$ cat config.mk
export PLATFORM = sky130hd
export DESIGN_NAME = scancode_calculator_top_flat
export DESIGN_NICKNAME = d
export VERILOG_FILES = /design/src/hdl/scalc_pkg.sv /design/src/hdl/scalc_key_if.sv /design/src/hdl/scalc_res_if.sv /design/src/hdl/scancode_calculator_top.sv /design/src/flat_wrapper.sv
export SDC_FILE = /design/constraint.sdc
export NUM_CORES = 1
export LEC_CHECK = 0
export ABC_AREA = 0
export ABC_CLOCK_PERIOD_IN_PS = 6400
export BUFFER_PORTS_ARGS = -buffer_cell sky130_fd_sc_hd__buf_2
export CAP_MARGIN = 10
export CORE_MARGIN = 10
export CORE_UTILIZATION = 60
export CTS_CLUSTER_DIAMETER = 200
export DETAILED_ROUTE_END_ITERATION = 6
export PLACE_DENSITY = 0.77
export SETUP_SLACK_MARGIN = 0.5
export SKIP_LAST_GASP = 1
export SLEW_MARGIN = 20
export SYNTH_ARGS = -nofsm -noshare
export SYNTH_HDL_FRONTEND = slang
export SYNTH_SLANG_ARGS = --single-unit
$ cat constraint.sdc
create_clock -name i_clk -period 6.4 [get_ports i_clk]
set_input_delay 0.64 -clock i_clk [delete_from_list [all_inputs] [get_ports i_clk]]
set_output_delay 0.64 -clock i_clk [all_outputs]
set_load 0.03 [all_outputs]
$ cat src/hdl/scalc_pkg.sv
package scalc_pkg;

    // Widths of the channel payloads.
    localparam int KEY_W    = 8;
    localparam int RESULT_W = 32;

    // Line buffer size in characters, one slot kept for the terminator.
    localparam int BUFFER_CHARS = 20;
    localparam int CNT_W        = $clog2(BUFFER_CHARS);

    // Width of the operands and of the arithmetic.
    localparam int VALUE_W = 32;
    localparam int STEP_W  = $clog2(VALUE_W + 1);

    // Set-1 scan codes that the block reacts to.
    localparam logic [KEY_W-1:0] KEY_DIGIT1 = 8'h02;
    localparam logic [KEY_W-1:0] KEY_DIGIT9 = 8'h0A;
    localparam logic [KEY_W-1:0] KEY_DIGIT0 = 8'h0B;
    localparam logic [KEY_W-1:0] KEY_PLUS   = 8'h4E;
    localparam logic [KEY_W-1:0] KEY_MINUS  = 8'h4A;
    localparam logic [KEY_W-1:0] KEY_STAR   = 8'h37;
    localparam logic [KEY_W-1:0] KEY_SLASH  = 8'h35;
    localparam logic [KEY_W-1:0] KEY_ENTER  = 8'h1C;

    // Second operand that stands in when none was typed.
    localparam logic [VALUE_W-1:0] DEFAULT_SECOND = VALUE_W'(2);

    // Operator codes.
    typedef enum logic [2:0] {
        OP_NONE = 3'd0,
        OP_ADD  = 3'd1,
        OP_SUB  = 3'd2,
        OP_MUL  = 3'd3,
        OP_DIV  = 3'd4
    } t_op;

    // Parser position within the line.
    typedef enum logic [2:0] {
        PH_START1  = 3'd0,
        PH_SIGN1   = 3'd1,
        PH_DIGITS1 = 3'd2,
        PH_START2  = 3'd3,
        PH_SIGN2   = 3'd4,
        PH_DIGITS2 = 3'd5,
        PH_DONE    = 3'd6
    } t_phase;

    // Maps an operator key to its code, anything else to no operator.
    function automatic t_op op_of(input logic [KEY_W-1:0] sc);
        t_op op;
        unique case (sc)
            KEY_PLUS:  op = OP_ADD;
            KEY_MINUS: op = OP_SUB;
            KEY_STAR:  op = OP_MUL;
            KEY_SLASH: op = OP_DIV;
            default:   op = OP_NONE;
        endcase
        return op;
    endfunction

endpackage

$ cat src/hdl/scalc_key_if.sv
interface scalc_key_if import scalc_pkg::*; ();
    logic             valid;
    logic             ready;
    logic [KEY_W-1:0] scan_code;

    modport source (output valid, output scan_code, input ready);
    modport sink   (input valid, input scan_code, output ready);
endinterface

$ cat src/hdl/scalc_res_if.sv
interface scalc_res_if import scalc_pkg::*; ();
    logic                       valid;
    logic                       ready;
    logic signed [RESULT_W-1:0] result_value;

    modport source (output valid, output result_value, input ready);
    modport sink   (input valid, input result_value, output ready);
endinterface

$ cat src/hdl/scancode_calculator_top.sv
// Keys other than Enter are taken while idle; the parser updates on the transfer itself.
// After an Enter transfer, a load state sets up the operation, a step state runs the shared
// adder (one pass a bit with * or /, skipped with no operator or a zero divisor), and a sign
// state hands the result on. No new key is taken while a result is computed or waits for a
// full output register; a finished result waits in an output register while keys are taken
// again. Synchronous reset clears the line parser, the sequencer and the output valid flag.
module scancode_calculator_top import scalc_pkg::*; (
    input  logic        i_clk,
    input  logic        i_rst_n,
    scalc_key_if.sink   i_key,
    scalc_res_if.source o_res
);

    localparam logic [VALUE_W-1:0] VALUE_CAP = {1'b1, {(VALUE_W-1){1'b0}}};
    localparam logic [VALUE_W-1:0] VALUE_MAX = VALUE_CAP - VALUE_W'(1);
    localparam logic [CNT_W-1:0]   CNT_LIMIT = CNT_W'(BUFFER_CHARS - 1);

    typedef enum logic [1:0] {
        S_IDLE,
        S_LOAD,
        S_STEP,
        S_SIGN
    } t_state;

    t_state                     r_state;

    // Line parser state.
    t_phase                     r_phase;
    logic [VALUE_W-1:0]         r_first;
    logic                       r_first_neg;
    t_op                        r_op;
    logic [VALUE_W-1:0]         r_second;
    logic                       r_second_neg;
    logic                       r_second_seen;
    logic [CNT_W-1:0]           r_count;

    // Datapath of the shared unit.
    t_op                        r_calc_op;
    logic [VALUE_W:0]           r_acc;
    logic [VALUE_W-1:0]         r_x;
    logic [VALUE_W-1:0]         r_y;
    logic                       r_na;
    logic                       r_nb;
    logic                       r_neg;
    logic [STEP_W-1:0]          r_cnt;

    // Output register.
    logic                       r_out_valid;
    logic signed [RESULT_W-1:0] r_out_data;

    // Next values of the parser.
    t_phase                     n_phase;
    logic [VALUE_W-1:0]         n_first;
    logic                       n_first_neg;
    t_op                        n_op;
    logic [VALUE_W-1:0]         n_second;
    logic                       n_second_neg;
    logic                       n_second_seen;

    logic                       key_xfer;
    logic                       is_enter;
    logic                       is_digit;
    logic [3:0]                 digit;
    t_op                        key_op;
    logic [VALUE_W-1:0]         acc_mag;
    logic [VALUE_W+3:0]         acc_prod;
    logic [VALUE_W-1:0]         acc_next;

    logic [VALUE_W-1:0]         ma;
    logic [VALUE_W-1:0]         mb;
    logic                       na;
    logic                       nb;

    logic [VALUE_W:0]           u_x;
    logic [VALUE_W:0]           u_y;
    logic                       u_sub;
    logic [VALUE_W+1:0]         u_sum;
    logic                       out_free;
    logic                       res_load;

    assign key_xfer           = i_key.valid && i_key.ready;
    assign i_key.ready        = (r_state == S_IDLE);
    assign o_res.valid        = r_out_valid;
    assign o_res.result_value = r_out_data;
    assign out_free           = !r_out_valid || o_res.ready;
    assign res_load           = (r_state == S_SIGN) && out_free;

    // Key decode.
    always_comb begin
        is_enter = (i_key.scan_code == KEY_ENTER);
        key_op   = op_of(i_key.scan_code);
        if (i_key.scan_code >= KEY_DIGIT1 && i_key.scan_code <= KEY_DIGIT9) begin
            is_digit = 1'b1;
            digit    = 4'(i_key.scan_code - KEY_W'(1));
        end else if (i_key.scan_code == KEY_DIGIT0) begin
            is_digit = 1'b1;
            digit    = 4'd0;
        end else begin
            is_digit = 1'b0;
            digit    = 4'd0;
        end
    end

    // Decimal accumulate with saturation at the negative limit's magnitude.
    always_comb begin
        acc_mag  = (r_phase == PH_DIGITS2) ? r_second : r_first;
        acc_prod = {1'b0, acc_mag, 3'b000} + {3'b000, acc_mag, 1'b0}
                 + (VALUE_W+4)'(digit);
        acc_next = (acc_prod > (VALUE_W+4)'(VALUE_CAP)) ? VALUE_CAP
                                                        : acc_prod[VALUE_W-1:0];
    end

    // Parser step for one accepted character.
    always_comb begin
        n_phase       = r_phase;
        n_first       = r_first;
        n_first_neg   = r_first_neg;
        n_op          = r_op;
        n_second      = r_second;
        n_second_neg  = r_second_neg;
        n_second_seen = r_second_seen;
        unique case (r_phase)
            PH_START1: begin
                if (is_digit) begin
                    n_first = VALUE_W'(digit);
                    n_phase = PH_DIGITS1;
                end else if (key_op == OP_ADD || key_op == OP_SUB) begin
                    n_first_neg = (key_op == OP_SUB);
                    n_phase     = PH_SIGN1;
                end else begin
                    n_phase = PH_DONE;
                end
            end
            PH_SIGN1: begin
                if (is_digit) begin
                    n_first = VALUE_W'(digit);
                    n_phase = PH_DIGITS1;
                end else begin
                    n_phase = PH_DONE;
                end
            end
            PH_DIGITS1: begin
                if (is_digit) begin
                    n_first = acc_next;
                end else begin
                    n_op    = key_op;
                    n_phase = PH_START2;
                end
            end
            PH_START2: begin
                if (is_digit) begin
                    n_second      = VALUE_W'(digit);
                    n_second_seen = 1'b1;
                    n_phase       = PH_DIGITS2;
                end else if (key_op == OP_ADD || key_op == OP_SUB) begin
                    n_second_neg = (key_op == OP_SUB);
                    n_phase      = PH_SIGN2;
                end else begin
                    n_phase = PH_DONE;
                end
            end
            PH_SIGN2: begin
                if (is_digit) begin
                    n_second      = VALUE_W'(digit);
                    n_second_seen = 1'b1;
                    n_phase       = PH_DIGITS2;
                end else begin
                    n_phase = PH_DONE;
                end
            end
            PH_DIGITS2: begin
                if (is_digit) begin
                    n_second = acc_next;
                end else begin
                    n_phase = PH_DONE;
                end
            end
            default: begin
            end
        endcase
    end

    // Operand magnitudes and signs; a positive value is clamped one below the cap.
    always_comb begin
        na = r_first_neg && (r_first != '0);
        if (r_first_neg) begin
            ma = r_first;
        end else begin
            ma = (r_first == VALUE_CAP) ? VALUE_MAX : r_first;
        end
        if (!r_second_seen) begin
            mb = DEFAULT_SECOND;
            nb = 1'b0;
        end else begin
            nb = r_second_neg && (r_second != '0);
            if (r_second_neg) begin
                mb = r_second;
            end else begin
                mb = (r_second == VALUE_CAP) ? VALUE_MAX : r_second;
            end
        end
    end

    // Operand select for the shared add/subtract unit.
    always_comb begin
        u_x   = '0;
        u_y   = '0;
        u_sub = 1'b0;
        unique case (r_state)
            S_STEP: begin
                unique case (r_calc_op)
                    OP_MUL: begin
                        u_x = r_acc;
                        u_y = r_y[0] ? {1'b0, r_x} : '0;
                    end
                    OP_DIV: begin
                        u_x   = {r_acc[VALUE_W-1:0], r_y[VALUE_W-1]};
                        u_y   = {1'b0, r_x};
                        u_sub = 1'b1;
                    end
                    default: begin
                        u_x   = r_acc;
                        u_y   = {1'b0, r_x};
                        u_sub = (r_cnt == STEP_W'(2)) ? r_na
                                                      : (r_nb ^ (r_calc_op == OP_SUB));
                    end
                endcase
            end
            S_SIGN: begin
                u_y   = {1'b0, (r_calc_op == OP_DIV) ? r_y : r_acc[VALUE_W-1:0]};
                u_sub = r_neg;
            end
            default: begin
            end
        endcase
        u_sum = {1'b0, u_x} + {1'b0, (u_sub ? ~u_y : u_y)} + (VALUE_W+2)'(u_sub);
    end

    // Sequencer, parser registers and output register.
    always_ff @(posedge i_clk) begin
        if (!i_rst_n) begin
            r_state       <= S_IDLE;
            r_phase       <= PH_START1;
            r_first       <= '0;
            r_first_neg   <= 1'b0;
            r_op          <= OP_NONE;
            r_second      <= '0;
            r_second_neg  <= 1'b0;
            r_second_seen <= 1'b0;
            r_count       <= '0;
            r_calc_op     <= OP_NONE;
            r_cnt         <= '0;
            r_out_valid   <= 1'b0;
        end else begin
            // The output valid flag is set by a new result and cleared by its transfer.
            if (res_load) begin
                r_out_valid <= 1'b1;
            end else if (o_res.ready) begin
                r_out_valid <= 1'b0;
            end
            unique case (r_state)
                S_IDLE: begin
                    if (key_xfer) begin
                        if (is_enter) begin
                            r_state <= S_LOAD;
                        end else if ((is_digit || key_op != OP_NONE)
                                     && r_count < CNT_LIMIT) begin
                            r_count       <= r_count + CNT_W'(1);
                            r_phase       <= n_phase;
                            r_first       <= n_first;
                            r_first_neg   <= n_first_neg;
                            r_op          <= n_op;
                            r_second      <= n_second;
                            r_second_neg  <= n_second_neg;
                            r_second_seen <= n_second_seen;
                        end
                    end
                end
                S_LOAD: begin
                    // Set up the operation, then start a fresh line.
                    r_acc <= '0;
                    r_na  <= na;
                    r_nb  <= nb;
                    unique case (r_op)
                        OP_ADD, OP_SUB: begin
                            r_calc_op <= r_op;
                            r_x       <= ma;
                            r_y       <= mb;
                            r_neg     <= 1'b0;
                            r_cnt     <= STEP_W'(2);
                            r_state   <= S_STEP;
                        end
                        OP_MUL: begin
                            r_calc_op <= OP_MUL;
                            r_x       <= ma;
                            r_y       <= mb;
                            r_neg     <= na ^ nb;
                            r_cnt     <= STEP_W'(VALUE_W);
                            r_state   <= S_STEP;
                        end
                        OP_DIV: begin
                            if (mb == '0) begin
                                r_calc_op <= OP_NONE;
                                r_neg     <= 1'b0;
                                r_state   <= S_SIGN;
                            end else begin
                                r_calc_op <= OP_DIV;
                                r_x       <= mb;
                                r_y       <= ma;
                                r_neg     <= na ^ nb;
                                r_cnt     <= STEP_W'(VALUE_W);
                                r_state   <= S_STEP;
                            end
                        end
                        default: begin
                            r_calc_op <= OP_NONE;
                            r_neg     <= 1'b0;
                            r_state   <= S_SIGN;
                        end
                    endcase
                    r_phase       <= PH_START1;
                    r_first       <= '0;
                    r_first_neg   <= 1'b0;
                    r_op          <= OP_NONE;
                    r_second      <= '0;
                    r_second_neg  <= 1'b0;
                    r_second_seen <= 1'b0;
                    r_count       <= '0;
                end
                S_STEP: begin
                    unique case (r_calc_op)
                        OP_MUL: begin
                            r_acc <= {1'b0, u_sum[VALUE_W-1:0]};
                            r_x   <= r_x << 1;
                            r_y   <= r_y >> 1;
                        end
                        OP_DIV: begin
                            // Restoring division: keep the difference when no borrow.
                            r_acc <= u_sum[VALUE_W+1] ? u_sum[VALUE_W:0] : u_x;
                            r_y   <= {r_y[VALUE_W-2:0], u_sum[VALUE_W+1]};
                        end
                        default: begin
                            r_acc <= {1'b0, u_sum[VALUE_W-1:0]};
                            r_x   <= r_y;
                        end
                    endcase
                    r_cnt <= r_cnt - STEP_W'(1);
                    if (r_cnt == STEP_W'(1)) begin
                        r_state <= S_SIGN;
                    end
                end
                S_SIGN: begin
                    // Apply the sign and hand the result to the output register.
                    if (out_free) begin
                        r_out_data <= RESULT_W'($signed(u_sum[VALUE_W-1:0]));
                        r_state    <= S_IDLE;
                    end
                end
                default: begin
                    r_state <= S_IDLE;
                end
            endcase
        end
    end

endmodule

$ cat src/flat_wrapper.sv
// flat-port wrapper written by rule: the top's interface ports become plain ports
module scancode_calculator_top_flat import scalc_pkg::*;
  (i_clk, i_rst_n, i_key_valid, i_key_scan_code, i_key_ready, o_res_valid, o_res_result_value, o_res_ready);
  scalc_key_if i_key_i ();
  scalc_res_if o_res_i ();
  input  logic i_clk;
  input  logic i_rst_n;
  input wire logic [$bits(i_key_i.valid)-1:0] i_key_valid;
  input wire logic [$bits(i_key_i.scan_code)-1:0] i_key_scan_code;
  output wire logic [$bits(i_key_i.ready)-1:0] i_key_ready;
  output wire logic [$bits(o_res_i.valid)-1:0] o_res_valid;
  output wire logic [$bits(o_res_i.result_value)-1:0] o_res_result_value;
  input wire logic [$bits(o_res_i.ready)-1:0] o_res_ready;
  assign i_key_i.valid = i_key_valid;
  assign i_key_i.scan_code = i_key_scan_code;
  assign i_key_ready = i_key_i.ready;
  assign o_res_valid = o_res_i.valid;
  assign o_res_result_value = o_res_i.result_value;
  assign o_res_i.ready = o_res_ready;
  scancode_calculator_top u_core (.i_clk(i_clk), .i_rst_n(i_rst_n), .i_key(i_key_i), .o_res(o_res_i));
endmodule
# Word-level counts from Yosys, hierarchy flattened
# Index checks and enable logic that the tools add are counted.
[op_classes]
n_lt_le_gt_ge = 4
n_addsub = 7
bitwise = 3
reduce_logical = 38
eq_ne = 54
mux = 102
[op_table]
columns = ["op", "n"]
rows = [
  ["$pmux W32 S2", 10],
  ["$mux W32", 19],
  ["$mux W33", 6],
  ["$pmux W33 S2", 2],
  ["$eq A32 B32 Y1 const B", 2],
  ["$reduce_bool A32 Y1", 2],
  ["$mux W3", 15],
  ["$add A35 B33 Y36", 1],
  ["$add A36 B4 Y36", 1],
  ["$gt A36 B32 Y1 const B", 1],
  ["$reduce_and A7 Y1", 5],
  ["$add A33 B33 Y34", 1],
  ["$add A34 B1 Y34", 1],
  ["$not A33 Y33", 1],
  ["$logic_not A32 Y1", 1],
  ["$ne A3 B3 Y1 const B", 9],
  ["$ne A2 B2 Y1 const B", 12],
  ["$mux W1", 23],
  ["$eq A3 B2 Y1 const B", 7],
  ["$pmux W3 S6", 1],
  ["$pmux W6 S3", 1],
  ["$eq A8 B6 Y1 const B", 2],
  ["$eq A8 B7 Y1 const B", 2],
  ["$mux W5", 3],
  ["other kinds (45)", 80],
]
[word_totals]
wordCells = 227
ff_bits = 222

# Logic depth before layout (Yosys ltp)
# Gate-level depths: netlist of the first run.
[logic_depth]
depth_word = 12
mapped_depth = 20

# Least setup slack after synthesis of the first run
# OpenSTA, ideal clock, no wires.
[synth_timing]
path_type = "flip-flop to flip-flop"
startpoint = "register u_core.r_phase[2]"
endpoint = "register u_core.r_first[23]"
synth_period_minus_slack_ps = 4848
slack_ps = 1552
arrival_time_ps = 4747
stages_incl_launch_ff = 20
cell_sequence = "dfxtp_1 > and3b_1 > clkbuf_1 > clkbuf_1 > nand2_1 > nand2_1 > inv_1 > fa_1 > inv_1 > fa_1 > a21o_1 > a221o_1 > a31o_2 > a31oi_1 > xor2_1 > nor4bb_1 > nor4bb_1 > a31oi_2 > buf_2 > o41ai_1"
[synth_between]
elab_chain_len = 12
word_cells_on_any_way = 20
[synth_rtl]
columns = ["item", "line", "text"]
rows = [
  ["from (decl)", "scancode_calculator_top.sv:28", "t_phase r_phase;"],
  ["from (signal assigned)", "scancode_calculator_top.sv:269", "r_phase <= n_phase;"],
  ["$eq A3 B3 Y1", "scancode_calculator_top.sv:106", "acc_mag = (r_phase == PH_DIGITS2) ? r_second : r_first;"],
  ["$mux W32", "scancode_calculator_top.sv:106", ""],
  ["$add A35 B33 Y36", "scancode_calculator_top.sv:107", "acc_prod = {1'b0, acc_mag, 3'b000} + {3'b000, acc_mag, 1'b0}"],
  ["$add A36 B4 Y36", "scancode_calculator_top.sv:108", "+ (VALUE_W+4)'(digit);"],
  ["$gt A36 B32 Y1", "scancode_calculator_top.sv:109", "acc_next = (acc_prod > (VALUE_W+4)'(VALUE_CAP)) ? VALUE_CAP"],
  ["$mux W32", "scancode_calculator_top.sv:109", ""],
  ["$mux W32", "scancode_calculator_top.sv:143", "if (is_digit) begin"],
  ["$pmux W32 S2", "scancode_calculator_top.sv:122", "unique case (r_phase)"],
  ["$mux W32", "scancode_calculator_top.sv:266", "end else if ((is_digit || key_op != OP_NONE)"],
  ["$mux W32", "scancode_calculator_top.sv:264", "if (is_enter) begin"],
  ["$mux W32", "scancode_calculator_top.sv:263", "if (key_xfer) begin"],
  ["$pmux W32 S2", "scancode_calculator_top.sv:261", "unique case (r_state)"],
  ["to (signal assigned)", "scancode_calculator_top.sv:270", "r_first <= n_first;"],
  ["to (decl)", "scancode_calculator_top.sv:29", "logic [VALUE_W-1:0] r_first;"],
]
# Several ways; a longest one is shown, not always the timed one. The select of a mux whose other input is x is not followed.
# A chain may end at the register's enable or synchronous reset.

# Worst setup path in the final report of the first run
[layout_timing]
startpoint = "register u_core.r_phase[2]"
endpoint = "register u_core.r_first[17]"
# Same word-level chain as after synthesis.

==> results of run 1 <==
[logic make-up (layout without fill, tap and decap cells)]
kind of cell | after synthesis | in the layout | synth area share
adder cells (fa/ha/maj) | 110 | 110 | 0.08464
flip-flops | 222 | 222 | 0.3489
AO/OA/AOI/OAI | 632 | 632 | 0.2432
multiplexers | 48 | 48 | 0.02922
AND/OR/NAND/NOR | 763 | 763 | 0.2083
XOR/XNOR | 89 | 89 | 0.04716
buffers and inverters | 167 | 152 | 0.03861
[state kept, by name, summed over array words and instances, names as in the netlist, 5 cells and up]
register                   flops
u_core.r_first                32
u_core.r_count                 5
u_core.r_cnt                   6
u_core.r_acc                  33
u_core.o_res.result_value     32
u_core.r_x                    32
u_core.r_y                    32
u_core.r_second               32
[where the power goes]
part	internal [uW]	total (uW)	leakage (uW)	switching (uW)
Combinational	11.2	38.8	0.00524	27.6
Clock	1030	1660	0.000468	627
Sequential	1500	1500	0.00210	1.84
Total	2540	3200	0.00781	656
[worst max path at each step]
stage / endpoint / slack [ns] / cells after the start / startpoint
floorplan: u_core.r_first[23]$_SDFFE_PN0P_ / 1.55 / 19 / u_core.r_phase[2]$_SDFFE_PN0P_
global placement: u_core.r_second[17]$_SDFFE_PN0P_ / 0.40 / 20 / i_key_scan_code[0]
detailed placement: u_core.r_first[4]$_SDFFE_PN0P_ / 0.27 / 20 / i_key_scan_code[0]
CTS: u_core.r_first[21]$_SDFFE_PN0P_ / 0.60 / 19 / u_core.r_phase[2]$_SDFFE_PN0P_
global route: u_core.r_first[13]$_SDFFE_PN0P_ / 0.57 / 19 / u_core.r_phase[2]$_SDFFE_PN0P_
finish: u_core.r_first[17]$_SDFFE_PN0P_ / 0.89 / 20 / u_core.r_phase[2]$_SDFFE_PN0P_
[cell type report]
| type | count | area share |
|---|---|---|
| multi-input cells | 1642 | 0.5673 |
| flip-flops and latches | 222 | 0.3207 |
| clock buffers | 33 | 0.04167 |
| repair buffers | 73 | 0.02782 |
| well taps | 341 | 0.02372 |
| clock inverters | 15 | 0.01231 |
| inverters | 31 | 0.006469 |
[layout by cell type, fill, tap and decap left out, types with 6 or more instances in the layout]
| master | synthesis | final |
|---|---|---|
| nor3_1 | 50 | 50 |
| o21bai_1 | 13 | 13 |
| o22a_1 | 29 | 29 |
| dfxtp_1 | 90 | 88 |
| and2_1 | 12 | 9 |
| nor2_1 | 154 | 151 |
| nor4_1 | 20 | 19 |
| nand3b_1 | 7 | 7 |
| o21ai_0 | 169 | 169 |
| a22oi_1 | 32 | 32 |
| inv_1 | 30 | 30 |
| xnor2_1 | 66 | 66 |
| o2111ai_1 | 6 | 6 |
| nor2b_1 | 11 | 11 |
| and4_1 | 7 | 7 |
| buf_4 | 0 | 24 |
| xor2_1 | 23 | 23 |
| nand2b_1 | 10 | 10 |
| nand2_1 | 364 | 364 |
| nand3_1 | 55 | 55 |
| o41ai_1 | 17 | 17 |
| clkbuf_16 | 0 | 28 |
| a32oi_1 | 6 | 6 |
| ha_1 | 107 | 106 |
| o21a_1 | 12 | 12 |
| nand4b_1 | 6 | 6 |
| edfxtp_1 | 132 | 132 |
| o31ai_1 | 19 | 19 |
| o211ai_1 | 6 | 6 |
| buf_2 | 9 | 45 |
| nand4_1 | 19 | 19 |
| a21o_1 | 35 | 35 |
| mux2i_1 | 46 | 46 |
| and3_1 | 14 | 14 |
| a31oi_1 | 40 | 39 |
| a211oi_1 | 10 | 9 |
| nor3b_1 | 7 | 6 |
| a21oi_1 | 181 | 181 |
[synth_stat cells, types with 11 or more instances]
| cell type | n |
|---|---|
| a21o_1 | 35 |
| mux2i_1 | 46 |
| dfxtp_1 | 90 |
| a22oi_1 | 32 |
| o22a_1 | 29 |
| nor4_1 | 20 |
| clkbuf_1 | 114 |
| nor2_1 | 154 |
| o21ai_0 | 169 |
| buf_1 | 13 |
| xor2_1 | 23 |
| o21bai_1 | 13 |
| inv_1 | 30 |
| nand3_1 | 55 |
| o21a_1 | 12 |
| and3_1 | 14 |
| and2_1 | 12 |
| nor3_1 | 50 |
| nand2_1 | 364 |
| nand4_1 | 19 |
| xnor2_1 | 66 |
| nor2b_1 | 11 |
| a21oi_1 | 181 |
| o31ai_1 | 19 |
| a31oi_1 | 40 |
| edfxtp_1 | 132 |
| o41ai_1 | 17 |
| ha_1 | 107 |
[metal layers]
metal,GRT usage,up-vias
met3,0.03256,76
li1,-,7415
met1,0.3585,7259
met2,0.3945,682
met5,0,-
met4,0.07256,0
[through the flow]
| stage | cells | total power [uW] | hold WS, ns | utilization | setup WS [ns] |
|---|---|---|---|---|---|
| floorplan | 2031 | 1554 | 0.4615 | - | 1.552 |
| global placement | 2307 | 1567 | 0.4808 | 0.6267 | 0.4019 |
| detailed placement | 2308 | 1568 | 0.4893 | 0.6277 | 0.2680 |
| CTS | 2356 | 3203 | 0.4185 | 0.6639 | 0.6015 |
| global route | 2357 | 3267 | 0.4333 | 0.6656 | 0.5684 |
| finish | 2357 | 3198 | 0.4323 | 0.6656 | 0.8893 |
[tightest hold or removal path: stages]
cell	delay (ns)
buf_2	0.08
nor2b_1	0.08
nor2_1	0.09
nor2_1	0.05
[what timing repair did]
action	in CTS	in global routing
resized for setup	1	4
endpoints found under the setup margin	3	48
gates cloned	0	0
endpoints found under the hold margin	0	0
pin swaps	0	0
==> metrics.txt, run 1 <==
max incr delay on CP 0.59 ns; final setup vio count 0; clock latency on the worst-skew pair between 0.5 and 0.6 ns; Setup CP Type reg2reg; Starting Density 0.6115; Mapped Avg Cell Area about 8.1 um^2; Reg2Reg Depth 20; via count ~15000; leakage ~0.0078 uW; EDFF count, synth about 130; CTS clock-pin slew for the worst setup and hold paths 0.06 ns; Area contributors post-synth edfxtp_1 (24%), dfxtp_1 (11%), nand2_1 (8.3%); Design Area, Final roughly 0.018 mm^2; total track usage 0.2529; Layout area overhead 8.835%; Synth top area share 0.2398; WL final between 40 and 50 mm; Die W 186.0 um; fin crit period roughly 5.5 ns; delay-heaviest family, CP compound AO/OA/AOI/OAI gates; critical path required time between 6 and 7 ns; Initial DRT Pass Iterations 5; post-synth top area cell edfxtp_1; core area ~0.027 mm^2; initial detailed-routing violation count 1998; slowest CP cell a31oi_4; TNS Setup 0 ns; final antenna-violating net count 0; Yosys Warn Count 0; wl on met1 approximately 20 mm; grt ovf 0; worst-path cell chain and3b_1 > buf_4 > nand2_1 > nand2_1 > inv_1 > fa_1 > inv_1 > fa_1 > a21o_1 > a221o_1 > nand4_1 > nand4b_1 > and2_1 > a311oi_1 > or3b_1 > nor3b_2 > a31oi_4 > buf_16 > buf_4 > o21ai_0; Clock Tree Buf Depth 3; met2 WL 20.04 mm; TritonCTS clock tree done; number of global-route vias before repair ~14000; # diodes 0; Hold Path End u_core.o_res.valid$_SDFFE_PN0P_; Mapped Nets approximately 2200; routed vias/inst 6.547; reg2reg start u_core.r_phase[2]$_SDFFE_PN0P_; die area 0.03458 mm^2; post-synthesis cell type count 82; H-tree levels 1; total clock sinks between 200 and 250; DRC viols 0; sequential fraction of the synthesis area 0.3489; initial antenna violation count 0; register area 0.005768 mm^2; top_reg_cell synth edfxtp_1; post-synthesis register bit count between 200 and 250; num rows 60; clk_skew around 0.027 ns; Crit path arrival time approximately 5.9 ns; clk root buf clkbuf_16; WL met3 roughly 3.6 mm; slew of the pin with the lowest slew margin between 0.9 and 1 ns; post-DR wirelength/cell 19.11 um; Final Cycle Share 0.8611; Final Hold Fails 0; hold_buf cts 0; I/O pin cnt 46; Nets around 2100; Worst Min Path Start o_res_ready; post-place instance area roughly 0.017 mm^2; max-slew violation count 0; status completed; postcts setup bufs 0; Slew HR 0.3449; port bufs 45; MaxCap Viol Count 0; largest net degree at the start of global routing ~130; chip height 186.0 um; global-route wire length before repair approximately 73 mm; CP endpoint kind register; Post-Syn Area 0.01653 mm^2; area of the multi-input gates about 0.01 mm^2; R2R Path End u_core.r_first[17]$_SDFFE_PN0P_; Hold Crit Class in2reg; crit path buf inv count 5; Achievable Freq ~0.18 GHz; total CTS buffers 26; Max Used Layer met4; r2r setup slk around 0.89 ns; GPL Wtd Cong approximately 0.91; crit path max fanout 32; Gate Count Post-Synth 2031; hold depth 4; Post-synth ARST share 0; Peak VDD IR around 0.21 mV; Detail Placement HPWL 32.11 mm; RSZ-0062 raised after global routing no; CP startpoint kind register; # fillers roughly 2200; share of cells above drive strength 1 0.08036; PwrDens 177.8 mW/mm^2
Power figures use the tool's default switching activity.
==> inputs of run 2 (changes only) <==
--- a/config.mk
+++ b/config.mk
@@ -13,7 +13,7 @@
 export CORE_UTILIZATION = 60
 export CTS_CLUSTER_DIAMETER = 200
 export DETAILED_ROUTE_END_ITERATION = 6
-export PLACE_DENSITY = 0.77
+export PLACE_DENSITY = 0.76
 export SETUP_SLACK_MARGIN = 0.5
 export SKIP_LAST_GASP = 1
 export SLEW_MARGIN = 20
==> metrics.txt, run 2 (synthesis gave the netlist of run 1 again) <==
status completed; critical path required time 6.77 ns (-0.03 ns); MaxCap Viol Count 0 (unchanged); Crit path arrival time 5.83 ns (-0.09 ns); GPL Wtd Cong 0.9021 (-1.1%); max reg flops 33 (unchanged); via count 15340 (-0.59%); grt ovf 0 (unchanged); clk root buf clkbuf_16; total CTS buffers 25 (-3.8%); r2r setup slk 0.94 ns (+0.05 ns); clk_skew 0.02295 ns (-0.003624 ns); cell-internal power 2430 uW (-4.4%); number of global-route vias before repair 14010 (-0.95%); routed vias/inst 6.514 (-0.51%); RSZ-0062 raised after global routing no; slew of the pin with the lowest slew margin 0.9341 ns (-0.04846 ns); Reg power frac 0.489 (+0.020); dpl cells 2308 (unchanged); WHS 0.4525 ns (+0.02026 ns); final setup vio count 0 (unchanged); Hold Crit Class in2reg; Top reg by flops u_core.r_acc; Detail Placement HPWL 32.42 mm (+0.96%); die area 0.03458 mm^2 (unchanged); Layout area overhead 8.214%; WL final 44.67 mm (-0.85%); Starting Density 0.6115 (unchanged); H-tree levels 1 (unchanged); Clock Tree Buf Depth 3 (unchanged); total track usage 0.2500 (-0.002916); DRC viols 0 (unchanged); initial antenna violation count 0 (unchanged); CP endpoint kind register; max-slew violation count 0 (unchanged); P_sw 639.4 uW (-2.6%); Final Hold Fails 0 (unchanged); num rows 60 (unchanged); Achievable Freq 0.1830 GHz (+0.87%); Clock power frac 0.499 (-0.020); Non-Filler Instances 2355 (-0.085%); Place WS 0.5192 ns (+0.2512 ns); TNS Setup 0 ns (unchanged); TritonCTS clock tree done; I/O pin cnt 46 (unchanged); hold depth 4 (unchanged); Final Cycle Share 0.8536 (-0.007413); global-route wire length before repair 72.28 mm (-0.81%); clock latency on the worst-skew pair 0.54 ns (about the same); share of cells above drive strength 1 0.07795 (-0.002403); Initial DRT Pass Iterations 6 (+1); CTS clock-pin slew for the worst setup and hold paths 0.06 ns (about the same); port bufs 45 (unchanged); fin crit period 5.463 ns (-0.04744 ns); commonest non-fill, non-tap cell in the layout nand2_1; slack of the critical path 0.9367 ns (+0.04744 ns); crit path max fanout 48 (+50%); Nets 2117 (-0.047%); final antenna-violating net count 0 (unchanged); postcts setup bufs 0 (unchanged); total clock sinks 222 (unchanged); Slew HR 0.3773 (+0.03231); largest net degree at the start of global routing 125 (unchanged); sw frac 0.2083 (+0.003111); initial detailed-routing violation count 1597 (-20%); leakage 0.007772 uW (-0.44%); PwrDens 171.6 mW/mm^2 (-3.5%); Peak VDD IR 0.1930 mV (-6.7%); post-DR wirelength/cell 18.97 um (-0.77%); Reg2Reg Depth 18 (-10%); Tot Pwr 3069 uW (-4.0%); CP startpoint kind register; Logic pwr share 0.013 (about the same); # diodes 0 (unchanged); core area 0.02703 mm^2 (unchanged); chip height 186.0 um (unchanged); Die W 186.0 um (unchanged); commonest cells after routing, fill and taps aside nand2_1 (363), a21oi_1 (181), o21ai_0 (169), nor2_1 (151), edfxtp_1 (132); Setup CP Type reg2reg
==> run 2: metrics by stage <==
stage          utilization  area (um^2)
2_1_floorplan            -        16530
3_3_place_gp        0.6270        16950
3_5_place_dp        0.6270        16950
4_1_cts             0.6597        17830
5_1_grt             0.6618        17880
6_report            0.6618        17880
==> run 2: final cells by class <==
type | count | area (um^2)
multi-input cells | 1642 | 10210
well taps | 341 | 426.7
inverters | 31 | 116.4
flip-flops and latches | 222 | 5767
clock buffers | 39 | 815.8
fillers | 2292 | 9141
clock inverters | 7 | 67.56
repair buffers | 73 | 480.5
==> run 2: repair_timing <==
| item | 4_1_cts | 5_1_grt |
|---|---|---|
| setup endpoints to repair | 0 | 56 |
| resized for setup | 0 | 4 |
| hold buffers | 0 | 0 |
==> run 2: routing by layer <==
metal	global-route usage	part of all wire	routed length, um
met5	0	0	0
met4	0.05514	0.014	644
met3	0.03295	0.079	3528
met2	0.3893	0.44	19730
met1	0.3608	0.46	20770
==> run 2: path summary, 6_finish.rpt <==
check                                                 startpoint                                to
worst max-delay path              u_core.r_phase[1]$_SDFFE_PN0P_   u_core.r_first[19]$_SDFFE_PN0P_
worst max register to register    u_core.r_phase[1]$_SDFFE_PN0P_   u_core.r_first[19]$_SDFFE_PN0P_
worst min-delay path                                 o_res_ready   u_core.o_res.valid$_SDFFE_PN0P_
worst min register to register  u_core.r_second[10]$_SDFFE_PN0P_  u_core.r_second[10]$_SDFFE_PN0P_
==> run 2: power groups by stage <==
stage	Combinational (uW)	Sequential, uW	Clock [uW]
2_1_floorplan	24.0	1530	0
3_3_place_gp	36.5	1530	0
3_5_place_dp	37.6	1530	0
4_1_cts	37.7	1500	1530
5_1_grt	42.3	1500	1590
6_report	38.9	1500	1530
==> run 2: worst max-delay path, cell delays in order, from the launching register on <==
cell and delay (ns):
dfxtp_1 0.44, and3b_1 0.38, buf_4 0.44, nand2_1 0.10, nand2_1 0.12, ha_1 0.24
ha_1 0.23, fa_1 0.42, a21o_1 0.20, a221o_1 0.37, nand4_1 0.26, nand4b_1 0.20
and2_1 0.22, a311oi_1 0.54, or3b_1 0.22, nor3b_2 0.06, a31oi_4 0.43, buf_12 0.29
o41ai_1 0.11
